**src/ldh_pkg.sv**
```systemverilog
// ----------------------------------------------------------------------------
// ldh_pkg
// Types, constants and tables of the modified DH link transform.
// ----------------------------------------------------------------------------
package ldh_pkg;

  // Number of CORDIC rotations per angle (8 to 24).
  localparam int unsigned CORDIC_STEPS = 16;
  // Square root: one result bit per cycle over a 64-bit radicand.
  localparam int unsigned ROOT_STEPS   = 32;
  // Divider: 15 quotient bits, enough for a magnitude up to 16384.
  localparam int unsigned DIV_STEPS    = 15;

  // Shared iteration counter covers the longest loop.
  localparam int unsigned CNT_W = 5;
  localparam int unsigned ATAN_IDX_W = 5;

  // Queue between front and back.
  localparam int unsigned QUEUE_DEPTH = 2;
  localparam int unsigned QPTR_W = $clog2(QUEUE_DEPTH);
  localparam int unsigned QCNT_W = $clog2(QUEUE_DEPTH + 1);

  // CORDIC datapath widths.
  localparam int unsigned XY_W   = 33;  // Q30 with headroom for the gain
  localparam int unsigned MAG_W  = 31;  // magnitude of a final x or y
  localparam int unsigned SQ_W   = 2 * MAG_W;
  localparam int unsigned RAD_W  = 64;
  localparam int unsigned RT_W   = 32;
  localparam int unsigned NUM_W  = 47;

  typedef logic signed [15:0] ang_in_t;
  typedef logic signed [31:0] ang_t;   // Q3.28
  typedef logic signed [23:0] len_t;
  typedef logic signed [15:0] rot_t;   // Q1.14

  localparam ang_t PI_Q28      = 32'sd843314857;
  localparam ang_t HALF_PI_Q28 = 32'sd421657428;

  localparam len_t LEN_MAX     = 24'sh7FFFFF;
  localparam len_t LEN_MIN     = 24'sh800000;
  localparam len_t ONE_Q14_LEN = 24'sd16384;

  typedef enum logic [1:0] {
    ROW_0,
    ROW_1,
    ROW_2,
    ROW_3
  } row_e;

  // Work item after angle reduction.
  typedef struct packed {
    ang_t z_alpha;
    logic neg_alpha;
    ang_t z_theta;
    logic neg_theta;
    len_t link_length;
    len_t link_offset;
  } work_t;

  // atan(2^-i) in Q28, rounded to nearest.
  function automatic ang_t atan_q28(input logic [ATAN_IDX_W-1:0] idx);
    ang_t v;
    case (idx)
      5'd0:    v = 32'sd210828714;
      5'd1:    v = 32'sd124459457;
      5'd2:    v = 32'sd65760959;
      5'd3:    v = 32'sd33381290;
      5'd4:    v = 32'sd16755422;
      5'd5:    v = 32'sd8385879;
      5'd6:    v = 32'sd4193963;
      5'd7:    v = 32'sd2097109;
      5'd8:    v = 32'sd1048571;
      5'd9:    v = 32'sd524287;
      5'd10:   v = 32'sd262144;
      5'd11:   v = 32'sd131072;
      5'd12:   v = 32'sd65536;
      5'd13:   v = 32'sd32768;
      5'd14:   v = 32'sd16384;
      5'd15:   v = 32'sd8192;
      5'd16:   v = 32'sd4096;
      5'd17:   v = 32'sd2048;
      5'd18:   v = 32'sd1024;
      5'd19:   v = 32'sd512;
      5'd20:   v = 32'sd256;
      5'd21:   v = 32'sd128;
      5'd22:   v = 32'sd64;
      5'd23:   v = 32'sd32;
      default: v = '0;
    endcase
    return v;
  endfunction

endpackage

```
**src/ldh_queue.sv**
```systemverilog
// ----------------------------------------------------------------------------
// ldh_queue
// Short FIFO of reduced work items between the front and the back.
// ----------------------------------------------------------------------------
module ldh_queue (
  input  logic           clk_i,
  input  logic           rst_ni,
  input  ldh_pkg::work_t push_data_i,
  input  logic           push_valid_i,
  output logic           push_ready_o,
  output ldh_pkg::work_t pop_data_o,
  output logic           pop_valid_o,
  input  logic           pop_ready_i
);
  import ldh_pkg::*;

  work_t             mem_q [QUEUE_DEPTH];
  logic [QPTR_W-1:0] wr_ptr_q, wr_ptr_d, rd_ptr_q, rd_ptr_d;
  logic [QCNT_W-1:0] count_q, count_d;
  logic              push, pop;

  assign push_ready_o = (count_q != QCNT_W'(QUEUE_DEPTH));
  assign pop_valid_o  = (count_q != '0);
  assign push         = push_valid_i && push_ready_o;
  assign pop          = pop_valid_o && pop_ready_i;
  assign pop_data_o   = mem_q[rd_ptr_q];

  always_comb begin
    wr_ptr_d = push ? wr_ptr_q + 1'b1 : wr_ptr_q;
    rd_ptr_d = pop ? rd_ptr_q + 1'b1 : rd_ptr_q;
    count_d  = count_q;
    if (push && !pop) begin
      count_d = count_q + 1'b1;
    end else if (pop && !push) begin
      count_d = count_q - 1'b1;
    end
  end

  always_ff @(posedge clk_i or negedge rst_ni) begin
    if (!rst_ni) begin
      wr_ptr_q <= '0;
      rd_ptr_q <= '0;
      count_q  <= '0;
    end else begin
      wr_ptr_q <= wr_ptr_d;
      rd_ptr_q <= rd_ptr_d;
      count_q  <= count_d;
    end
  end

  always_ff @(posedge clk_i) begin
    if (push) begin
      mem_q[wr_ptr_q] <= push_data_i;
    end
  end

endmodule

```
**config.mk**
```make
export PLATFORM = sky130hd
export DESIGN_NAME = ldh_queue
export DESIGN_NICKNAME = d
export VERILOG_FILES = /design/src/ldh_pkg.sv /design/src/ldh_queue.sv
export SDC_FILE = /design/constraint.sdc
export NUM_CORES = 1
export LEC_CHECK = 0
export ABC_AREA = 1
export BUFFER_PORTS_ARGS = -buffer_cell sky130_fd_sc_hd__buf_2
export CAP_MARGIN = 20
export CORE_ASPECT_RATIO = 0.8
export CORE_MARGIN = 2
export CORE_UTILIZATION = 35
export DETAILED_ROUTE_END_ITERATION = 8
export PLACE_DENSITY = 0.54
export SETUP_SLACK_MARGIN = 0.02
export SLEW_MARGIN = 10
export SYNTH_ARGS = -nofsm -noshare
export SYNTH_HDL_FRONTEND = slang
export SYNTH_SLANG_ARGS = --single-unit
```
**constraint.sdc**
```tcl
create_clock -name clk_i -period 8.1 [get_ports clk_i]
set_clock_uncertainty 0.05 [all_clocks]
set_input_delay 0.81 -clock clk_i [delete_from_list [all_inputs] [get_ports clk_i]]
set_output_delay 0.81 -clock clk_i [all_outputs]
set_load 0.03 [all_outputs]
```
==> key figures <==
Drt
  – DRC: 0
  – Drt pass-1 iters: 6
  – Via count: 5,163
  – Post-Route WL: 18.2 mm
  – Via/cell ratio: 4.30
  – Detailed Route Iter0 Violations: 344
  – Wire per inst: 15.2 um
  – DRT antenna net count: 0

Timing
  – Setup tns final: 0 ns
  – Tcrit/Tclk final: 47.1%
  – Final hold viol count: 0
  – Worst-Margin Slew: 0.836 ns
  – RSZ-0062 raised after global routing: false
  – Achievable Freq: 262 MHz
  – Tmin final: 3.81 ns
  – Final Max Tran Viols: 0
  – Finish-stage setup viols: 0
  – Relative slew slack: 44.3%

CTS
  – Root Driver: clkbuf_16
  – Setup Buffers After CTS: 0
  – Number of CTS-inserted buffers: 24
  – Clk sink count: 232
  – Deepest clock path buffer count: 3
  – Cts repair resizes: 0
  – CTS tree: built
  – Worst-Skew Late Latency: 0.50 ns
  – Clk slew on worst S/H paths: 0.06 ns
  – CTS Hold Buffers Added: 0
  – H-tree levels: 1

Worst hold path
  – Min-Delay Path Class: in -> async

Placement
  – Post-DP HPWL: 11.4 mm
  – Area after DPL: 0.00998 mm2
  – Port Buffer Count: 233
  – GPL Wtd Cong: 0.703

Die
  – # IOs: 234
  – Die height: 144 um
  – Initial Util: 35.3%
  – Row count: 51
  – Die area: 0.0256 mm2
  – Die width: 178 um
  – Total core area: 0.0241 mm2

Synth
  – Syn Std Cell Area: 0.00852 mm2
  – Largest area contributor in the netlist: edfxtp_1
  – Post-synthesis cell type count: 14
  – Syn. warnings: 0
  – Syn_area_per_cell: 13.7 um2
  – Synth top area cells: edfxtp_1, nand2_1, dfrtp_1
  – Number of synthesized register bits: 232
  – Share of the synthesized area in the top cell type: 80.3%
  – Mapped Cells: 624
  – Sequential share of the synthesized area: 81.5%
  – Syn nets: 743

Critical path
  – Worst setup EP type: primary output
  – Crit Path Category: reg -> out
  – CP max FO: 65
  – Worst setup SP type: flip-flop
  – CP Data Arrival Time: 2.95 ns
  – Worst Path Required: 7.24 ns

Outcome
  – Outcome: completed

Global routing
  – First-pass GRT wire length: 26.6 mm
  – GRT Total Usage: 13.5%
  – Congestion Overflow GR: 0
  – Maximum number of pins on one net before global-route repair: 66
  – Vias in the first global route: 4,844
  – Initial antenna violation count: 6

Cells and area
  – Fraction of layout cells with a size suffix above 1: 31.6%
  – Synthesis-to-layout area growth: 26.7%
  – Post-route cell area: 0.0108 mm2
  – Most common cell after layout, fill and taps aside: nand2_1
  – Most frequent cells in the layout: nand2_1, buf_2, edfxtp_1
  – Fin nets: 983

Pwr
  – Cell Pwr Density: 418 mW/mm2
  – Sequential share of power: 38.6%
  – P_int: 2.72 mW
  – Combinational share of power: 36.5%
  – Worst vdd ir: 210 uV
  – Share of power burned in the clock network: 24.8%
  – Leakage power: 4.62 nW
  – Psw: 1.80 mW
  – Switching Share: 39.8%

Flow run
  – Max cap viols: 0
final cells by class:
type	count	area (um2)
timing repair buffer	239	1210
fill	2226	13300
clock inverter	14	171
tap	318	398
multi-input combinational	360	1390
inverter	7	28.8
clock buffer	29	641
antenna	3	7.51
sequential	232	6950
power groups by stage:
stage	combinational, mW	sequential [mW]	clock [mW]
floorplan	1.22	1.76	0
global placement	1.68	1.77	0
detailed placement	1.69	1.77	0
CTS	1.69	1.75	1.15
global route	1.80	1.77	1.20
finish	1.65	1.74	1.12
final timing paths:
kind / start / to / slack (ns) / cells past startpoint
max: rd_ptr_q / pop_data_o[54] / 4.29 / 5
min: rst_ni / rd_ptr_q / 0.05 / 1
max reg2reg: count_q[0] / mem_q[0][43] / 5.34 / 6
min reg2reg: count_q[0] / count_q[0] / 0.45 / 1
max in group asynchronous: rst_ni / rd_ptr_q / 7.81 / 1
min in group clk_i: push_data_i[15] / mem_q[1][15] / 0.43 / 1
metal layers:
| metal | track usage [%] | share of wire (%) | vias to the layer above |
|---|---|---|---|
| li1 | - | - | 2584 |
| met3 | 5.32 | 9.7 | 34 |
| met4 | 3.85 | 2.2 | 2 |
| met1 | 18.4 | 44 | 2375 |
| met2 | 20.2 | 44 | 168 |
| met5 | 0 | 0.060 | - |
cells in the mapped netlist:
cell type  count
nand2_1      352
edfxtp_1     228
buf_2         16
buf_6          7
inv_1          6
dfrtp_1        4
buf_4          2
nand3_1        2
nor2_1         2
ha_1           1
inv_4          1
nand4_1        1
xnor2_1        1
xor2_1         1
state kept, by name (all words and copies together), names as in the netlist:
| name | flops |
|---|---|
| wr_ptr_q | 1 |
| mem_q | 228 |
| count_q | 2 |
| rd_ptr_q | 1 |
worst max-delay path: stages, from the launching register on:
cell and delay (ns):
dfrtp_4 0.70, inv_4 0.50, buf_4 0.66, nand2_1 0.10
nand2_1 0.10, buf_2 0.21
cells by family after synthesis:
| kind of cell | share of synthesized area (%) |
|---|---|
| xor+xnor | 0.206 |
| buf+inv | 2.38 |
| simple gates | 15.8 |
| fa+ha+maj | 0.147 |
| flops | 81.5 |
through the flow:
step	utilization [%]	std cells	hold WS (ns)	setup slack (ns)	power, mW
detailed placement	41.4	1156	0.439	4.80	3.46
global route	44.7	1200	0.0274	4.03	4.77
CTS	44.7	1199	0.0253	4.25	4.59
global placement	41.4	1156	0.439	4.82	3.45
finish	44.8	1202	0.0495	4.29	4.51
floorplan	-	624	0.412	1.79	2.98
(Power assumes the default switching activity.)
