File: config.mk
export PLATFORM = sky130hd
export DESIGN_NAME = ldh_front_flat
export DESIGN_NICKNAME = d
export VERILOG_FILES = /design/src/ldh_pkg.sv /design/src/ldh_if.sv /design/src/ldh_front.sv /design/src/flat_wrapper.sv
export SDC_FILE = /design/constraint.sdc
export NUM_CORES = 1
export LEC_CHECK = 0
export ABC_CLOCK_PERIOD_IN_PS = 2000
export BUFFER_PORTS_ARGS = -buffer_cell sky130_fd_sc_hd__clkbuf_2
export CORE_AREA = 2 2 76 78
export DETAILED_ROUTE_END_ITERATION = 8
export DIE_AREA = 0 0 78 80
export PLACE_DENSITY = 0.83
export RECOVER_POWER = 25
export SETUP_SLACK_MARGIN = 0.5
export SLEW_MARGIN = 20
export SYNTH_ARGS = -nofsm -noshare
export SYNTH_HDL_FRONTEND = slang
export SYNTH_SLANG_ARGS = --single-unit
File: constraint.sdc
create_clock -name vclk -period 2
set_input_delay 0.1 -clock vclk [all_inputs]
set_output_delay 0.1 -clock vclk [all_outputs]
set_load 0.1 [all_outputs]
File: src/ldh_pkg.sv
// ----------------------------------------------------------------------------
// ldh_pkg
// Types, constants and tables of the modified DH link transform.
// ----------------------------------------------------------------------------
package ldh_pkg;

  // Number of CORDIC rotations per angle (8 to 24).
  localparam int unsigned CORDIC_STEPS = 16;
  // Square root: one result bit per cycle over a 64-bit radicand.
  localparam int unsigned ROOT_STEPS   = 32;
  // Divider: 15 quotient bits, enough for a magnitude up to 16384.
  localparam int unsigned DIV_STEPS    = 15;

  // Shared iteration counter covers the longest loop.
  localparam int unsigned CNT_W = 5;
  localparam int unsigned ATAN_IDX_W = 5;

  // Queue between front and back.
  localparam int unsigned QUEUE_DEPTH = 2;
  localparam int unsigned QPTR_W = $clog2(QUEUE_DEPTH);
  localparam int unsigned QCNT_W = $clog2(QUEUE_DEPTH + 1);

  // CORDIC datapath widths.
  localparam int unsigned XY_W   = 33;  // Q30 with headroom for the gain
  localparam int unsigned MAG_W  = 31;  // magnitude of a final x or y
  localparam int unsigned SQ_W   = 2 * MAG_W;
  localparam int unsigned RAD_W  = 64;
  localparam int unsigned RT_W   = 32;
  localparam int unsigned NUM_W  = 47;

  typedef logic signed [15:0] ang_in_t;
  typedef logic signed [31:0] ang_t;   // Q3.28
  typedef logic signed [23:0] len_t;
  typedef logic signed [15:0] rot_t;   // Q1.14

  localparam ang_t PI_Q28      = 32'sd843314857;
  localparam ang_t HALF_PI_Q28 = 32'sd421657428;

  localparam len_t LEN_MAX     = 24'sh7FFFFF;
  localparam len_t LEN_MIN     = 24'sh800000;
  localparam len_t ONE_Q14_LEN = 24'sd16384;

  typedef enum logic [1:0] {
    ROW_0,
    ROW_1,
    ROW_2,
    ROW_3
  } row_e;

  // Work item after angle reduction.
  typedef struct packed {
    ang_t z_alpha;
    logic neg_alpha;
    ang_t z_theta;
    logic neg_theta;
    len_t link_length;
    len_t link_offset;
  } work_t;

  // atan(2^-i) in Q28, rounded to nearest.
  function automatic ang_t atan_q28(input logic [ATAN_IDX_W-1:0] idx);
    ang_t v;
    case (idx)
      5'd0:    v = 32'sd210828714;
      5'd1:    v = 32'sd124459457;
      5'd2:    v = 32'sd65760959;
      5'd3:    v = 32'sd33381290;
      5'd4:    v = 32'sd16755422;
      5'd5:    v = 32'sd8385879;
      5'd6:    v = 32'sd4193963;
      5'd7:    v = 32'sd2097109;
      5'd8:    v = 32'sd1048571;
      5'd9:    v = 32'sd524287;
      5'd10:   v = 32'sd262144;
      5'd11:   v = 32'sd131072;
      5'd12:   v = 32'sd65536;
      5'd13:   v = 32'sd32768;
      5'd14:   v = 32'sd16384;
      5'd15:   v = 32'sd8192;
      5'd16:   v = 32'sd4096;
      5'd17:   v = 32'sd2048;
      5'd18:   v = 32'sd1024;
      5'd19:   v = 32'sd512;
      5'd20:   v = 32'sd256;
      5'd21:   v = 32'sd128;
      5'd22:   v = 32'sd64;
      5'd23:   v = 32'sd32;
      default: v = '0;
    endcase
    return v;
  endfunction

endpackage

File: src/ldh_if.sv
// ----------------------------------------------------------------------------
// ldh_if
// Valid/ready channels of the link transform: link parameters in, rows out.
// ----------------------------------------------------------------------------
interface ldh_in_if;
  import ldh_pkg::*;

  logic    valid;
  logic    ready;
  ang_in_t twist_angle;
  len_t    link_length;
  ang_in_t joint_angle;
  len_t    link_offset;

  modport source (
    output valid, twist_angle, link_length, joint_angle, link_offset,
    input  ready
  );
  modport sink (
    input  valid, twist_angle, link_length, joint_angle, link_offset,
    output ready
  );
endinterface


File: src/ldh_front.sv
// ----------------------------------------------------------------------------
// ldh_front
// Accepts link parameter words and folds both angles into +-pi/2,
// marking those whose sine and cosine must be negated.
// ----------------------------------------------------------------------------
module ldh_front (
  ldh_in_if.sink         in_i,
  output ldh_pkg::work_t entry_o,
  output logic           entry_valid_o,
  input  logic           entry_ready_i
);
  import ldh_pkg::*;

  function automatic ang_t widen(input ang_in_t ang);
    return {ang[15], ang, 15'd0};
  endfunction

  ang_t za, zt;

  always_comb begin
    za = widen(in_i.twist_angle);
    zt = widen(in_i.joint_angle);

    entry_o.link_length = in_i.link_length;
    entry_o.link_offset = in_i.link_offset;

    if (za > HALF_PI_Q28) begin
      entry_o.z_alpha   = za - PI_Q28;
      entry_o.neg_alpha = 1'b1;
    end else if (za < -HALF_PI_Q28) begin
      entry_o.z_alpha   = za + PI_Q28;
      entry_o.neg_alpha = 1'b1;
    end else begin
      entry_o.z_alpha   = za;
      entry_o.neg_alpha = 1'b0;
    end

    if (zt > HALF_PI_Q28) begin
      entry_o.z_theta   = zt - PI_Q28;
      entry_o.neg_theta = 1'b1;
    end else if (zt < -HALF_PI_Q28) begin
      entry_o.z_theta   = zt + PI_Q28;
      entry_o.neg_theta = 1'b1;
    end else begin
      entry_o.z_theta   = zt;
      entry_o.neg_theta = 1'b0;
    end
  end

  assign entry_valid_o = in_i.valid;
  assign in_i.ready    = entry_ready_i;

endmodule

File: src/flat_wrapper.sv
// flat-port wrapper written by rule: the top's interface ports become plain ports
module ldh_front_flat import ldh_pkg::*;
  (entry_o, entry_valid_o, entry_ready_i, in_i_valid, in_i_twist_angle, in_i_link_length, in_i_joint_angle, in_i_link_offset, in_i_ready);
  ldh_in_if in_i_i ();
  output ldh_pkg::work_t entry_o;
  output logic entry_valid_o;
  input  logic entry_ready_i;
  input wire logic [$bits(in_i_i.valid)-1:0] in_i_valid;
  input wire logic [$bits(in_i_i.twist_angle)-1:0] in_i_twist_angle;
  input wire logic [$bits(in_i_i.link_length)-1:0] in_i_link_length;
  input wire logic [$bits(in_i_i.joint_angle)-1:0] in_i_joint_angle;
  input wire logic [$bits(in_i_i.link_offset)-1:0] in_i_link_offset;
  output wire logic [$bits(in_i_i.ready)-1:0] in_i_ready;
  assign in_i_i.valid = in_i_valid;
  assign in_i_i.twist_angle = in_i_twist_angle;
  assign in_i_i.link_length = in_i_link_length;
  assign in_i_i.joint_angle = in_i_joint_angle;
  assign in_i_i.link_offset = in_i_link_offset;
  assign in_i_ready = in_i_i.ready;
  ldh_front u_core (.in_i(in_i_i), .entry_o(entry_o), .entry_valid_o(entry_valid_o), .entry_ready_i(entry_ready_i));
endmodule
==> reports/summary.txt, run 1 <==
Failing step: global routing (5_1_grt)
I/O Pins: 198
Post-synthesis sequential area ratio: 0
Starting Density: 0.376
Synth Cell Area: 2030 um^2
Worst EP kind: top-level output
I/O Buffers: 98
Largest net degree at the start of global routing: 10
Die Span Y: 80 um
GP Congestion: 0.926
Status: aborted with a tool error
Row cnt: 27
Post-Syn Instances: 297
Warnings from Yosys: 0
Avg Cell Area, Syn: 6.85 um^2
DP HPWL: 7.52 mm
GRT worst endpoint: entry_o[70]
Tool error: [ERROR DPL-0038] Utilization greater than 100%, impossible to legalize
Die X: 78 um
Syn_nets: 387
Synth unique cells: 54
[cells in the mapped netlist (all sizes together), types with 4 or more instances]
| library cell | count | share of area |
|---|---|---|
| a211oi | 6 | 0.022 |
| ha | 8 | 0.049 |
| o22ai | 6 | 0.018 |
| inv | 20 | 0.037 |
| nand2b | 5 | 0.015 |
| a311o | 4 | 0.020 |
| a32oi | 7 | 0.030 |
| nor3 | 7 | 0.017 |
| and3 | 6 | 0.021 |
| o21ai | 8 | 0.020 |
| nand2 | 14 | 0.026 |
| nor2 | 9 | 0.017 |
| o21bai | 4 | 0.015 |
| buf | 85 | 0.31 |
| xnor2 | 16 | 0.069 |
| clkbuf | 13 | 0.024 |
| a31oi | 6 | 0.018 |
| nand3 | 5 | 0.012 |
| xor2 | 7 | 0.030 |
| a21oi | 8 | 0.020 |
[logic make-up after synthesis]
logic type | Yosys count | share of synthesized area
buf+inv | 118 | 0.368
compound gates | 80 | 0.298
simple gates | 68 | 0.186
xor+xnor | 23 | 0.0990
fa+ha+maj | 8 | 0.0492
[through the flow]
step | instance area, um^2 | cells | setup WS, ps
after floorplan | 3230 | 297 | -712
after global placement | 4420 | 453 | -259
after detailed placement | 4420 | 453 | -324
after CTS | 5190 | 473 | -71.2
[timing repair]
| action | CTS |
|---|---|
| gates resized for setup | 131 |
| pin swaps | 55 |
| cloned | 2 |
| hold buffers | 0 |
| setup endpoints to repair | 66 |
| setup buffers | 18 |
==> inputs of run 2 (changes only) <==
--- a/config.mk
+++ b/config.mk
@@ -7,12 +7,10 @@
 export LEC_CHECK = 0
 export ABC_CLOCK_PERIOD_IN_PS = 2000
 export BUFFER_PORTS_ARGS = -buffer_cell sky130_fd_sc_hd__clkbuf_2
-export CORE_AREA = 2 2 76 78
+export CORE_UTILIZATION = 25
 export DETAILED_ROUTE_END_ITERATION = 8
-export DIE_AREA = 0 0 78 80
-export PLACE_DENSITY = 0.83
+export PLACE_DENSITY_LB_ADDON = 0.15
 export RECOVER_POWER = 25
-export SETUP_SLACK_MARGIN = 0.5
 export SLEW_MARGIN = 20
 export SYNTH_ARGS = -nofsm -noshare
 export SYNTH_HDL_FRONTEND = slang
==> reports/summary.txt, run 2 <==
Status: complete, but fails checks
Violated checks: negative setup slack
I/O Pins: 198 (unchanged)
Layout area overhead: 139%
Layout cell share with drive strength beyond 1: 0.723
Avg Cell Area, Syn: 6.85 um^2 (unchanged)
Via count: 2580
Placed cell area: 4440 um^2 (+0.40%)
Final Setup Violations: 7
DP HPWL: 6.12 mm (-19%)
Die Span Y: 92.2 um (+15%)
Die X: 92.2 um (+18%)
CP startpoint: in_i_joint_angle[4]
Leak: 0.00209 uW
Nets: 497
Commonest non-fill, non-tap cells in the layout: buf_4, buf_12, clkbuf_2, xnor2_4, nand2_1
WL/cell: 15.0 um
Starting Density: 0.261 (-0.116)
Top-count cell post-synth: buf_4
DRC: 0
Grt ovf: 0
Crit path max fanout: 6
Total Neg Setup Slack: -121 ps
Synth cell count leaders: buf_4, inv_1, xnor2_1
Synth area leaders: buf_4, xnor2_1, ha_1
Final Cell Area: 4860 um^2
Final Hold Vio Count: 0
Max-slew violations: 0
Syn_nets: 387 (unchanged)
Vias in the first global route: 2454
GR Util All Layers: 0.166
Post-synth top area share: 0.284 (unchanged)
Largest net degree at the start of global routing: 16
Post-layout minimum cycle time: 2050 ps
Final worst slack: -47.9 ps
CLK BUF: 0
RSZ-0062 raised after global routing: yes
Sequential cell area: 0 um^2
Die ar.: 8500 um^2
Pre-Repair DR Iteration Count: 4
Area leader, netlist: buf_4
Overall power: 2560 uW
Routed Wire Length: 7.60 mm
Crit end category: primary output
Vias per cell: 5.09
CORE AREA: 7810 um^2
Worst Tran Pin Value: 439 ps
Type of the most critical hold path: in2out
Worst path arrival time: 1950 ps
Antenna Nets Post-Route: 0
Worst Setup EP: entry_o[75]
Tcrit/Tclk final: 1.02
Synth Cell Area: 2030 um^2 (unchanged)
Warnings from Yosys: 0 (unchanged)
Critical path launch point type: input port
Sequential cells: 0
Worst hold slack: 200 ps
VDD IR max: 0.000317 V
Initial antenna violation count: 0
MaxCap Viol Count: 0
Post-synthesis sequential area ratio: 0 (unchanged)
Row cnt: 32 (+19%)
I/O Buffers: 98 (unchanged)
Max frequency: 0.488 GHz
N_diodes: 0
First-pass GRT wire length: 11.8 mm
Pwr/cell area: 528 nW/um^2
Post-Syn Instances: 297 (unchanged)
Max-Slew Margin vs Limit: 0.707
Worst hold start: in_i_link_length[5]
Crit path kind: in2out
Worst path required time: 1900 ps
GP Congestion: 0.843 (-8.9%)
Commonest non-fill, non-tap cell in the layout: buf_4
Drt initial violations: 50
Synth unique cells: 54 (unchanged)
[run 2: cell counts after synthesis]
Identical to the previous run, type by type.
[run 2: final cells by class]
type / count / area, um^2
Inverter: 20 / 155
Timing Repair Buffer: 205 / 2410
Tap cell: 102 / 128
Multi-Input combinational cell: 179 / 2160
Fill cell: 624 / 2950
Timing Repair inverter: 1 / 8.76
[run 2: worst min path at each step]
| stage | cells past startpoint | end |
|---|---|---|
| 3_3_place_gp | 0 | entry_o[17] |
| 4_1_cts | 0 | entry_o[17] |
| 3_5_place_dp | 0 | entry_o[17] |
| 2_1_floorplan | 1 | entry_o[66] |
| 6_report | 0 | entry_o[29] |
| 5_1_grt | 0 | entry_o[5] |
[run 2: stage by stage]
stage | setup slack, ps | std cells | util
final | -47.9 | 507 | 0.622
after global placement | -309 | 486 | 0.568
after detailed placement | -328 | 486 | 0.568
after CTS | -102 | 490 | 0.582
after floorplan | -712 | 297 | -
after global routing | -103 | 507 | 0.622
[run 2: cells by family after synthesis]
logic type,share of synthesized area
and+or+nand+nor,0.186
buffers and inverters,0.368
xor gates and xnor gates,0.0990
adders and majority gates,0.0492
AOI/OAI and AO/OA,0.298
[run 2: where the power goes]
group | switching (uW) | total (uW) | leakage [uW] | internal [uW]
clock | 0 | 0 | 0 | 0
sequential | 0 | 0 | 0 | 0
combinational | 1570 | 2560 | 0.00209 | 993
total | 1570 | 2560 | 0.00209 | 993
[run 2: routing by layer]
layer | track usage | vias to the layer above | routed length, um
met5 | 0 | - | 0
met4 | 0.0130 | 0 | 124
met3 | 0.0265 | 18 | 442
met2 | 0.336 | 111 | 4300
met1 | 0.185 | 1244 | 2740
li1 | - | 1207 | -
[run 2: worst max-delay path: stages]
cell and delay (ps):
clkbuf_2 100, and3_4 190, a31o_1 230, a221o_2 440
buf_6 170, o211a_1 210, a211o_2 330, buf_12 170
[run 2: timing repair]
item                       4_1_cts  5_1_grt
setup endpoints to repair       26       31
buffers inserted                 4       15
hold buffers                     0        0
gates resized for setup         12       43
pin swaps                       14       21
cloned                           0        2
Note: power is estimated with default switching activity, not from simulation.
